[src/rtl/irfd_pkg.sv]
// ----------------------------------------------------------------------------
// irfd_pkg
// Shared types and constants for the delimited frame receiver with XOR check.
// ----------------------------------------------------------------------------
package irfd_pkg;

  localparam logic [7:0] TOK_START   = 8'h2A;
  localparam logic [7:0] TOK_CHECK   = 8'h40;
  localparam logic [7:0] TOK_NEWLINE = 8'h0A;
  localparam int unsigned MIN_SPAN   = 3;

  localparam logic [2:0] ST_GOOD      = 3'd0;
  localparam logic [2:0] ST_BAD_READ  = 3'd1;
  localparam logic [2:0] ST_NO_START  = 3'd2;
  localparam logic [2:0] ST_TOO_SHORT = 3'd3;
  localparam logic [2:0] ST_NO_TOKEN  = 3'd4;
  localparam logic [2:0] ST_MISMATCH  = 3'd5;

  typedef enum logic [2:0] {
    S_IDLE,
    S_CHECK,
    S_FETCH,
    S_SHOW_DATA,
    S_SHOW_STATUS
  } state_t;

  typedef struct packed {
    logic accept;
    logic check;
    logic fetch;
    logic clear;
    logic show_data;
  } cmd_t;

  typedef struct packed {
    logic closes;
    logic payload_ok;
    logic rd_last;
  } flags_t;

endpackage

[src/rtl/irfd_ctrl.sv]
// ----------------------------------------------------------------------------
// irfd_ctrl
// Controller: sequences byte collection, frame check and result emission.
// ----------------------------------------------------------------------------
module irfd_ctrl (
  input  logic            clk,
  input  logic            rst,
  input  logic            in_valid,
  output logic            in_ready,
  output logic            out_valid,
  input  logic            out_ready,
  input  irfd_pkg::flags_t flags,
  output irfd_pkg::cmd_t  cmd
);

  irfd_pkg::state_t state, state_next;

  always_ff @(posedge clk) begin
    if (rst) begin
      state <= irfd_pkg::S_IDLE;
    end else begin
      state <= state_next;
    end
  end

  always_comb begin
    state_next = state;
    cmd        = '0;
    in_ready   = 1'b0;
    out_valid  = 1'b0;
    unique case (state)
      irfd_pkg::S_IDLE: begin
        in_ready   = 1'b1;
        cmd.accept = in_valid;
        if (in_valid && flags.closes) begin
          state_next = irfd_pkg::S_CHECK;
        end
      end
      irfd_pkg::S_CHECK: begin
        cmd.check  = 1'b1;
        state_next = flags.payload_ok ? irfd_pkg::S_FETCH : irfd_pkg::S_SHOW_STATUS;
      end
      irfd_pkg::S_FETCH: begin
        cmd.fetch  = 1'b1;
        state_next = irfd_pkg::S_SHOW_DATA;
      end
      irfd_pkg::S_SHOW_DATA: begin
        out_valid     = 1'b1;
        cmd.show_data = 1'b1;
        if (out_ready) begin
          if (flags.rd_last) begin
            cmd.clear  = 1'b1;
            state_next = irfd_pkg::S_IDLE;
          end else begin
            state_next = irfd_pkg::S_FETCH;
          end
        end
      end
      irfd_pkg::S_SHOW_STATUS: begin
        out_valid = 1'b1;
        if (out_ready) begin
          cmd.clear  = 1'b1;
          state_next = irfd_pkg::S_IDLE;
        end
      end
      default: begin
        state_next = irfd_pkg::S_IDLE;
      end
    endcase
  end

endmodule

[src/rtl/irfd_datapath.sv]
// ----------------------------------------------------------------------------
// irfd_datapath
// Datapath: frame buffer, token tracking, running checksum and result fields.
// ----------------------------------------------------------------------------
module irfd_datapath #(
  parameter int FRAME_BYTES = 32
) (
  input  logic             clk,
  input  logic             rst,
  input  irfd_pkg::cmd_t   cmd,
  output irfd_pkg::flags_t flags,
  input  logic [7:0]       rx_byte,
  output logic [2:0]       status,
  output logic [7:0]       payload_byte,
  output logic             has_data,
  output logic             last
);

  localparam int CNT_W = $clog2(FRAME_BYTES + 1);
  localparam int IDX_W = $clog2(FRAME_BYTES);

  logic [7:0]       mem [FRAME_BYTES];
  logic [CNT_W-1:0] count;
  logic             first_zero;
  logic             start_found;
  logic [IDX_W-1:0] start_pos;
  logic             mark_found;
  logic [IDX_W-1:0] mark_pos;
  logic [7:0]       cs;
  logic             cs_done;
  logic             after_found;
  logic [7:0]       after_byte;
  logic [2:0]       status_reg;
  logic [IDX_W-1:0] rd_ptr;
  logic [7:0]       rd_data;
  logic             rd_last;

  logic             start_hit;
  logic             is_mark;
  logic [2:0]       status_calc;
  logic [CNT_W-1:0] span;

  assign start_hit = start_found || (rx_byte == irfd_pkg::TOK_START);
  assign is_mark   = (rx_byte == irfd_pkg::TOK_CHECK) && !mark_found;
  assign span      = count - CNT_W'(start_pos);

  always_comb begin
    if (first_zero) begin
      status_calc = irfd_pkg::ST_BAD_READ;
    end else if (!start_found) begin
      status_calc = irfd_pkg::ST_NO_START;
    end else if (span <= CNT_W'(irfd_pkg::MIN_SPAN)) begin
      status_calc = irfd_pkg::ST_TOO_SHORT;
    end else if (!mark_found || (mark_pos <= start_pos) || !after_found) begin
      status_calc = irfd_pkg::ST_NO_TOKEN;
    end else if (cs != after_byte) begin
      status_calc = irfd_pkg::ST_MISMATCH;
    end else begin
      status_calc = irfd_pkg::ST_GOOD;
    end
  end

  assign flags.closes     = (rx_byte == irfd_pkg::TOK_NEWLINE) ||
                            (count == CNT_W'(FRAME_BYTES - 1));
  assign flags.payload_ok = (status_calc == irfd_pkg::ST_GOOD) &&
                            (({1'b0, start_pos} + 1'b1) != {1'b0, mark_pos});
  assign flags.rd_last    = rd_last;

  always_ff @(posedge clk) begin
    if (cmd.accept) begin
      mem[count[IDX_W-1:0]] <= rx_byte;
    end
    if (cmd.fetch) begin
      rd_data <= mem[rd_ptr];
    end
  end

  always_ff @(posedge clk) begin
    if (rst || cmd.clear) begin
      count       <= '0;
      first_zero  <= 1'b0;
      start_found <= 1'b0;
      mark_found  <= 1'b0;
      cs_done     <= 1'b0;
      after_found <= 1'b0;
      cs          <= '0;
    end else if (cmd.accept) begin
      count <= count + 1'b1;
      if (count == '0) begin
        first_zero <= (rx_byte == 8'h00);
      end
      if (!start_found && (rx_byte == irfd_pkg::TOK_START)) begin
        start_found <= 1'b1;
        start_pos   <= count[IDX_W-1:0];
      end
      if (mark_found && !after_found) begin
        after_found <= 1'b1;
        after_byte  <= rx_byte;
      end
      if (is_mark) begin
        mark_found <= 1'b1;
        mark_pos   <= count[IDX_W-1:0];
      end
      if (start_hit && !cs_done) begin
        if (rx_byte == 8'h00) begin
          cs_done <= 1'b1;
        end else begin
          cs <= cs ^ rx_byte;
          if (is_mark) begin
            cs_done <= 1'b1;
          end
        end
      end
    end
  end

  always_ff @(posedge clk) begin
    if (cmd.check) begin
      status_reg <= status_calc;
      rd_ptr     <= IDX_W'({1'b0, start_pos} + 1'b1);
    end else if (cmd.fetch) begin
      rd_ptr  <= rd_ptr + 1'b1;
      rd_last <= (({1'b0, rd_ptr} + 1'b1) == {1'b0, mark_pos});
    end
  end

  assign status       = cmd.show_data ? irfd_pkg::ST_GOOD : status_reg;
  assign payload_byte = cmd.show_data ? rd_data : 8'h00;
  assign has_data     = cmd.show_data;
  assign last         = cmd.show_data ? rd_last : 1'b1;

endmodule

[src/rtl/ir_frame_deframer_xor_check.sv]
// ----------------------------------------------------------------------------
// ir_frame_deframer_xor_check
// Receives bytes into a frame buffer and checks each closed frame.
// ----------------------------------------------------------------------------
// A byte is taken whenever one is offered while a frame is open. A frame
// closes on a newline byte or when FRAME_BYTES bytes are held; the block
// then stops taking bytes, runs the check, and gives either one status beat
// or one beat per payload byte. Each payload beat first reads the frame
// buffer and then presents the beat, which holds while the output stalls.
// Start, checksum token and XOR are tracked as bytes arrive, so no scan is
// needed.
module ir_frame_deframer_xor_check #(
  parameter int FRAME_BYTES = 32
) (
  input  logic       clk,
  input  logic       rst,
  input  logic       in_valid,
  output logic       in_ready,
  input  logic [7:0] rx_byte,
  output logic       out_valid,
  input  logic       out_ready,
  output logic [2:0] status,
  output logic [7:0] payload_byte,
  output logic       has_data,
  output logic       last
);

  irfd_pkg::cmd_t   cmd;
  irfd_pkg::flags_t flags;

  irfd_ctrl u_ctrl (
    .clk       (clk),
    .rst       (rst),
    .in_valid  (in_valid),
    .in_ready  (in_ready),
    .out_valid (out_valid),
    .out_ready (out_ready),
    .flags     (flags),
    .cmd       (cmd)
  );

  irfd_datapath #(
    .FRAME_BYTES (FRAME_BYTES)
  ) u_datapath (
    .clk          (clk),
    .rst          (rst),
    .cmd          (cmd),
    .flags        (flags),
    .rx_byte      (rx_byte),
    .status       (status),
    .payload_byte (payload_byte),
    .has_data     (has_data),
    .last         (last)
  );

endmodule

[config.mk]
export PLATFORM = sky130hd
export DESIGN_NAME = ir_frame_deframer_xor_check
export DESIGN_NICKNAME = d
export VERILOG_FILES = /design/src/rtl/irfd_pkg.sv /design/src/rtl/irfd_ctrl.sv /design/src/rtl/irfd_datapath.sv /design/src/rtl/ir_frame_deframer_xor_check.sv
export SDC_FILE = /design/constraint.sdc
export NUM_CORES = 1
export LEC_CHECK = 0
export BUFFER_PORTS_ARGS = -buffer_cell sky130_fd_sc_hd__buf_2
export CAP_MARGIN = 20
export CORE_MARGIN = 3
export CORE_UTILIZATION = 62
export CTS_CLUSTER_DIAMETER = 50
export DETAILED_ROUTE_END_ITERATION = 16
export GPL_ROUTABILITY_DRIVEN = 0
export PLACE_DENSITY = 0.8
export SYNTH_ARGS = -nofsm -noshare
export SYNTH_HDL_FRONTEND = slang
export SYNTH_HIERARCHICAL = 1
export SYNTH_SLANG_ARGS = --single-unit
[constraint.sdc]
create_clock -name clk -period 3.1 [get_ports clk]
set_input_delay 0.62 -clock clk [delete_from_list [all_inputs] [get_ports clk]]
set_output_delay 0.62 -clock clk [all_outputs]
set_load 0.1 [all_outputs]
==> metrics.txt, run 1 <==
Core ar.=20500 sq um; max cap viols=0; sequential area share after synthesis=70.0%; PD cells=605 nW/um^2; Least-Margin Pin Slew=0.795 ns; post-synthesis compound-gate area fraction=3.32%; fmax=0.340 GHz; Syn. warnings=6; CTS Buf Count=36; reg2reg start=u_datapath/count[0]; CTS HTree Levels=2; cell area after synthesis=13100 sq um; post-CTS setup buffer count=0; critical path's top delay family=simple AND/OR/NAND/NOR gates; sequence of cells on the critical path=inv_1 -> ha_1 -> fa_1 -> nand2b_1 -> a21oi_1 -> xnor2_1 -> and3_1 -> a2111oi_2 -> or3_1 -> a2111oi_2; first-pass GRT wire length=43.1 mm; antenna-violating nets left=0; period utilization=94.7%; n_diodes=0; count leader, synth=edfxtp_1; Post-synth EDFFs=291; FP Rows=52; Stages on worst setup path=10; Setup TNS=0 ns; fin area=15000 sq um; hold_ws=0.378 ns; Max Slew Vio Count=0; Synth Area in Adders=1.68%; final hold vios=0; grt ovf=0; CTS max path bufs=3; R2R depth=10; via count=6935; crit end category=flop; max reg flops=256; simple-gate share of the synthesized area=5.84%; clk_skew=0.0134 ns; Chip Width=151 microns; Die Ht=151 microns; HP Class=in -> reg; syn avg cell area=18.3 sq um; Crit path largest cell delay=0.47 ns; kind of critical path=reg -> reg; die area=22900 sq um; CTS root buf=clkbuf_16; Slowest cell on crit path=dfxtp_1; CP dominant cell by count=a2111oi_2; wire per inst=25.8 microns; reg2reg end=u_ctrl/state[2]; slack of the worst reg-to-reg path=0.16 ns; status=complete, no violations; setup violators final=0; initial drt markers=621; share of layout cells above drive strength 1=23.8%; Worst-Skew Late Latency=0.50 ns; multiplexer share of the synthesized area=14.8%; cells after synthesis=716; GRT Util Overall=25.9%; Setup crit end=u_ctrl/state[2]; Commonest cells post-synth=291 x edfxtp_1, 59 x nor2_1, 50 x mux4_2; Syn Nets=745; area leader, netlist=edfxtp_1; crit path from=u_datapath/count[0]; largest family of logic cells by synthesized area=multiplexers; CTS clk-pin slew, worst paths=0.06 ns; fill count=1193; clock sinks=313; unrepaired setup endpoints after global routing=no; largest cells by area after synthesis=edfxtp_1 67%, mux4_2 8.6%, mux4_1 4.4%; post-route minimum period=2.94 ns; Top Ports=27; crit path DAT=3.33 ns; initial core utilization=64.0%; final WL=28.2 mm; worst path buffer plus inverter count=1; initial antenna violation count=1; crit path launch type=flop; vias in the first global route=7087; CP max FO=7; CTS tree=yes; Area Overhead vs Synth=14.3%; VDD IR max=463 uV; largest net degree at the start of global routing=38; post-synthesis xor/xnor area fraction=2.34%; Buffers on Ports=26; Leakage=5.12 nW; Post-synth ARST share=0%; synthesized flop and latch total=313; Post-DP Area=13800 sq um; DR pass1 iterations=5; DP Wirelength=17.5 mm; Max transition margin=47.0%; via density per instance=6.35; drt drc=0; Critical Path RT=3.49 ns; Netlist cell types=59; Synth Flop Type=edfxtp_1; nets=825; post-synth top area share=66.6%
[worst register-to-register path, delay by kind of cell, from the launching register on]
family	cells	cell delay, ns
XOR/XNOR	1	0.16
buffers and inverters	1	0.15
adder cells (fa/ha/maj)	2	0.66
flip-flops	1	0.47
AND/OR/NAND/NOR	3	0.79
AO/OA/AOI/OAI	3	0.62
[cells by family (layout without fill, tap and decap cells)]
group,after synthesis,count (layout)
multiplexers,95,95
adder cells (fa/ha/maj),17,17
AO/OA/AOI/OAI,59,59
XOR/XNOR,35,35
flip-flops,313,313
buffers and inverters,48,154
AND/OR/NAND/NOR,149,149
[metrics by stage]
stage	util, %	total power, W	instances	setup slack [ns]
after floorplan	-	0.00484	716	0.0287
after global placement	67.3	0.00495	1028	0.332
after detailed placement	67.3	0.00497	1028	0.155
after CTS	73.1	0.00912	1092	0.109
after global routing	73.1	0.00930	1092	0.0111
final	73.1	0.00906	1092	0.163
[layer usage]
layer	part of all wire, %	vias to the layer above	routed length, microns	global-route usage (%)
li1	-	3034	-	-
met1	37	3550	10600	33.2
met2	52	294	14700	43.8
met3	7.4	55	2100	6.40
met4	3.1	2	866	8.61
met5	0.025	-	7	0
[worst min-delay path by stage]
| stage | startpoint | endpoint | slack [ns] | cells after the start |
|---|---|---|---|---|
| floorplan | u_datapath/after_found | u_datapath/after_found | 0.45 | 1 |
| global placement | u_datapath/after_found | u_datapath/after_found | 0.47 | 1 |
| detailed placement | u_datapath/after_found | u_datapath/after_found | 0.48 | 1 |
| CTS | rst | u_ctrl/state[2] | 0.36 | 2 |
| global route | rst | u_ctrl/state[2] | 0.37 | 2 |
| finish | rst | u_ctrl/state[2] | 0.38 | 2 |
[final cells by class]
class / count / area [sq um] / share of cell area (%)
inverters: 11 / 41.3 / 0.275
clock inverters: 21 / 230 / 1.54
multi-input cells: 355 / 3680 / 24.6
flip-flops and latches: 313 / 9180 / 61.2
well taps: 270 / 338 / 2.25
clock buffers: 43 / 968 / 6.46
repair buffers: 79 / 553 / 3.69
[power by group]
part	leakage, nW	switching, W	internal [W]
clock	0.581	0.00160	0.00258
combinational	1.73	0.000164	0.0000646
sequential	2.81	0.0000154	0.00464
[what timing repair did]
action                                 in CTS  in global routing
endpoints found under the hold margin       0                  0
resized for setup                           0                  2
hold buffers                                0                  0
setup endpoints to repair                   0                  2
[cells in the final DEF (no fill, tap or decap), types with 7 or more instances in the layout]
master       n
a22oi_1      8
ha_1        16
buf_4       51
mux4_2      50
edfxtp_1   291
mux2i_1     22
nor2b_1      7
nand2b_1     7
a21oi_1     12
clkbuf_16   37
nor2_1      59
o2111ai_1    7
nand2_1     18
o21a_1      11
and2_1      10
inv_1       10
clkinv_1     8
xnor2_1     18
buf_2       26
xor2_1      17
mux4_1      22
dfxtp_1     22
nand3_1     10
Power figures use the tool's default switching activity.
==> inputs of run 2 (changes only) <==
--- a/config.mk
+++ b/config.mk
@@ -5,6 +5,7 @@
 export SDC_FILE = /design/constraint.sdc
 export NUM_CORES = 1
 export LEC_CHECK = 0
+export ABC_AREA = 1
 export BUFFER_PORTS_ARGS = -buffer_cell sky130_fd_sc_hd__buf_2
 export CAP_MARGIN = 20
 export CORE_MARGIN = 3
==> metrics.txt, run 2 <==
status=complete, no violations; min-delay src=rst; Setup TNS=0 ns (unchanged); crit path from=u_ctrl/state[1]; kind of critical path=reg -> out; most frequent cells in the layout=291 x edfxtp_1, 200 x nor2_1, 128 x nand2_1; Worst-Skew Late Latency=0.51 ns (about the same); syn avg cell area=11.9 sq um (-35%); VDD IR max=408 uV (-12%); clock sinks=313 (unchanged); Syn Nets=1172 (+57%); post-cts hold buffer count=0 (unchanged); period utilization=85.6% (-9.2 points); cells after synthesis=1143 (+60%); initial drt markers=1338 (+120%); initial antenna violation count=0 (-1); final WL=33.6 mm (+19%); CTS HTree Levels=2 (unchanged); synthesized flop and latch total=313 (unchanged); GRT Util Overall=28.4% (+2.5 points); CTS-repair resized insts=0 (unchanged); reg2reg start=u_datapath/count[0]; CTS tree=yes; initial core utilization=63.9% (-0.12 points); Critical Path RT=2.48 ns (-1.01 ns); final hold vios=0 (unchanged); Netlist cell types=39 (-34%); crit path DAT=2.03 ns (-1.30 ns); CTS Buf Count=34 (-5.6%); nets=1236 (+50%); Leakage=5.58 nW (+9.1%); clk_skew=0.0169 ns (+0.00349 ns); max reg flops=256 (unchanged); die area=23700 sq um (+3.2%); CP max FO=15 (+8); CTS clk-pin slew, worst paths=0.06 ns (about the same); crit end category=primary output; share of layout cells above drive strength 1=12.1% (-12 points); largest cells by area after synthesis=edfxtp_1 64%, nor2_1 5.5%, o221ai_1 3.6%; PD cells=574 nW/um^2 (-5.1%); max cap viols=0 (unchanged); sequential area share after synthesis=67.7% (-2.3 points); Buffers on Ports=26 (unchanged); via count=9460 (+36%); Least-Margin Pin Slew=0.815 ns (+0.0197 ns); Syn. warnings=6 (unchanged); largest net degree at the start of global routing=133 (+250%); crit path launch type=flop; via density per instance=6.28 (-1.2%); post-synth top area share=64.5% (-2.2 points); Die Ht=154 microns (+1.6%); Post-synth EDFFs=291 (unchanged); CTS root buf=clkbuf_16; Synth Flop Type=edfxtp_1; Post-synth ARST share=0% (unchanged); Area Overhead vs Synth=12.5%; DR pass1 iterations=5 (unchanged); FP Rows=53 (+1.9%); n_diodes=0 (unchanged); Core ar.=21200 sq um (+3.5%); area leader, netlist=edfxtp_1; post-CTS setup buffer count=0 (unchanged); final core area utilization=71.9% (-1.3 points); CTS max path bufs=3 (unchanged); setup violators final=0 (unchanged); HP Class=in -> reg; DP Wirelength=20.5 mm (+17%); Max Slew Vio Count=0 (unchanged); wire per inst=22.3 microns (-14%); Top Ports=27 (unchanged); grt ovf=0 (unchanged); fill count=1396 (+17%); fmax=0.377 GHz (+11%); drt drc=0 (unchanged); commonest non-fill, non-tap cell in the layout=edfxtp_1; Chip Width=154 microns (+1.6%); Commonest cells post-synth=291 x edfxtp_1, 200 x nor2_1, 128 x nand2_1; first-pass GRT wire length=52.5 mm (+22%); unrepaired setup endpoints after global routing=no; Tot Pwr=0.00875 W (-3.5%); count leader, synth=edfxtp_1; vias in the first global route=9475 (+34%); Max transition margin=45.6% (-1.4 points); cell area after synthesis=13600 sq um (+3.3%); antenna-violating nets left=0 (unchanged); post-route minimum period=2.65 ns (-0.285 ns)
## run 2: cell count changes after synthesis, sizes merged, moves of 12 or more
cell	before	now
mux2i	22	0
nor2	59	203
a21oi	12	24
o221ai	0	56
o21bai	0	64
xnor2	18	1
inv	10	73
buf	22	37
nand2	18	129
nand3	10	60
o21ai	2	77
mux4	72	0
## run 2: cell families (layout without fill, tap and decap cells)
group | after synthesis | after routing | share of synthesized area (%)
compound gates | 242 | 242 | 12.1
xor+xnor | 18 | 18 | 1.16
fa+ha+maj | 17 | 17 | 1.62
buf+inv | 134 | 223 | 4.63
flops | 313 | 313 | 67.7
simple gates | 419 | 419 | 12.8
## run 2: report_power, final
part | switching (W) | internal [W] | total, W
Clock | 0.00158 | 0.00226 | 0.00383
Sequential | 0.0000133 | 0.00464 | 0.00466
Combinational | 0.000199 | 0.0000639 | 0.000262
## run 2: through the flow
step,cell area (sq um),worst slack [ns],instances,hold slack (ns)
4_1_cts,15200,0.449,1507,0.316
3_5_place_dp,14200,0.645,1446,0.484
3_3_place_gp,14200,0.730,1446,0.468
2_1_floorplan,13600,0.117,1143,0.452
5_1_grt,15200,0.197,1507,0.326
6_report,15200,0.448,1507,0.332
## run 2: cell type report
cell class,count,area (sq um),share of cell area (%)
clock buffer,40,905,5.93
clock inverter,21,154,1.01
inverter,75,283,1.85
multi-input combinational,696,3750,24.6
sequential,313,9180,60.2
tap,275,344,2.26
timing repair buffer,87,638,4.18
## run 2: worst paths after layout
kind	cells after the start	slack (ns)	endpoint
max	5	0.45	payload_byte[5]
min	2	0.33	u_ctrl/state[2]
max reg2reg	16	0.54	u_ctrl/state[1]
min reg2reg	2	0.49	u_datapath/cs[1]
## run 2: critical path, cell delays in order (launching register included)
cell and delay (ns):
dfxtp_1 0.37, nand2_1 0.10, nor2_2 0.46, nand2_1 0.11, inv_1 0.07, buf_2 0.42
## run 2: per-layer routing
metal,track usage (%),wire length [microns]
met1,39.1,12600
met2,46.4,16400
met4,9.63,1190
met5,0,0
met3,5.32,3420
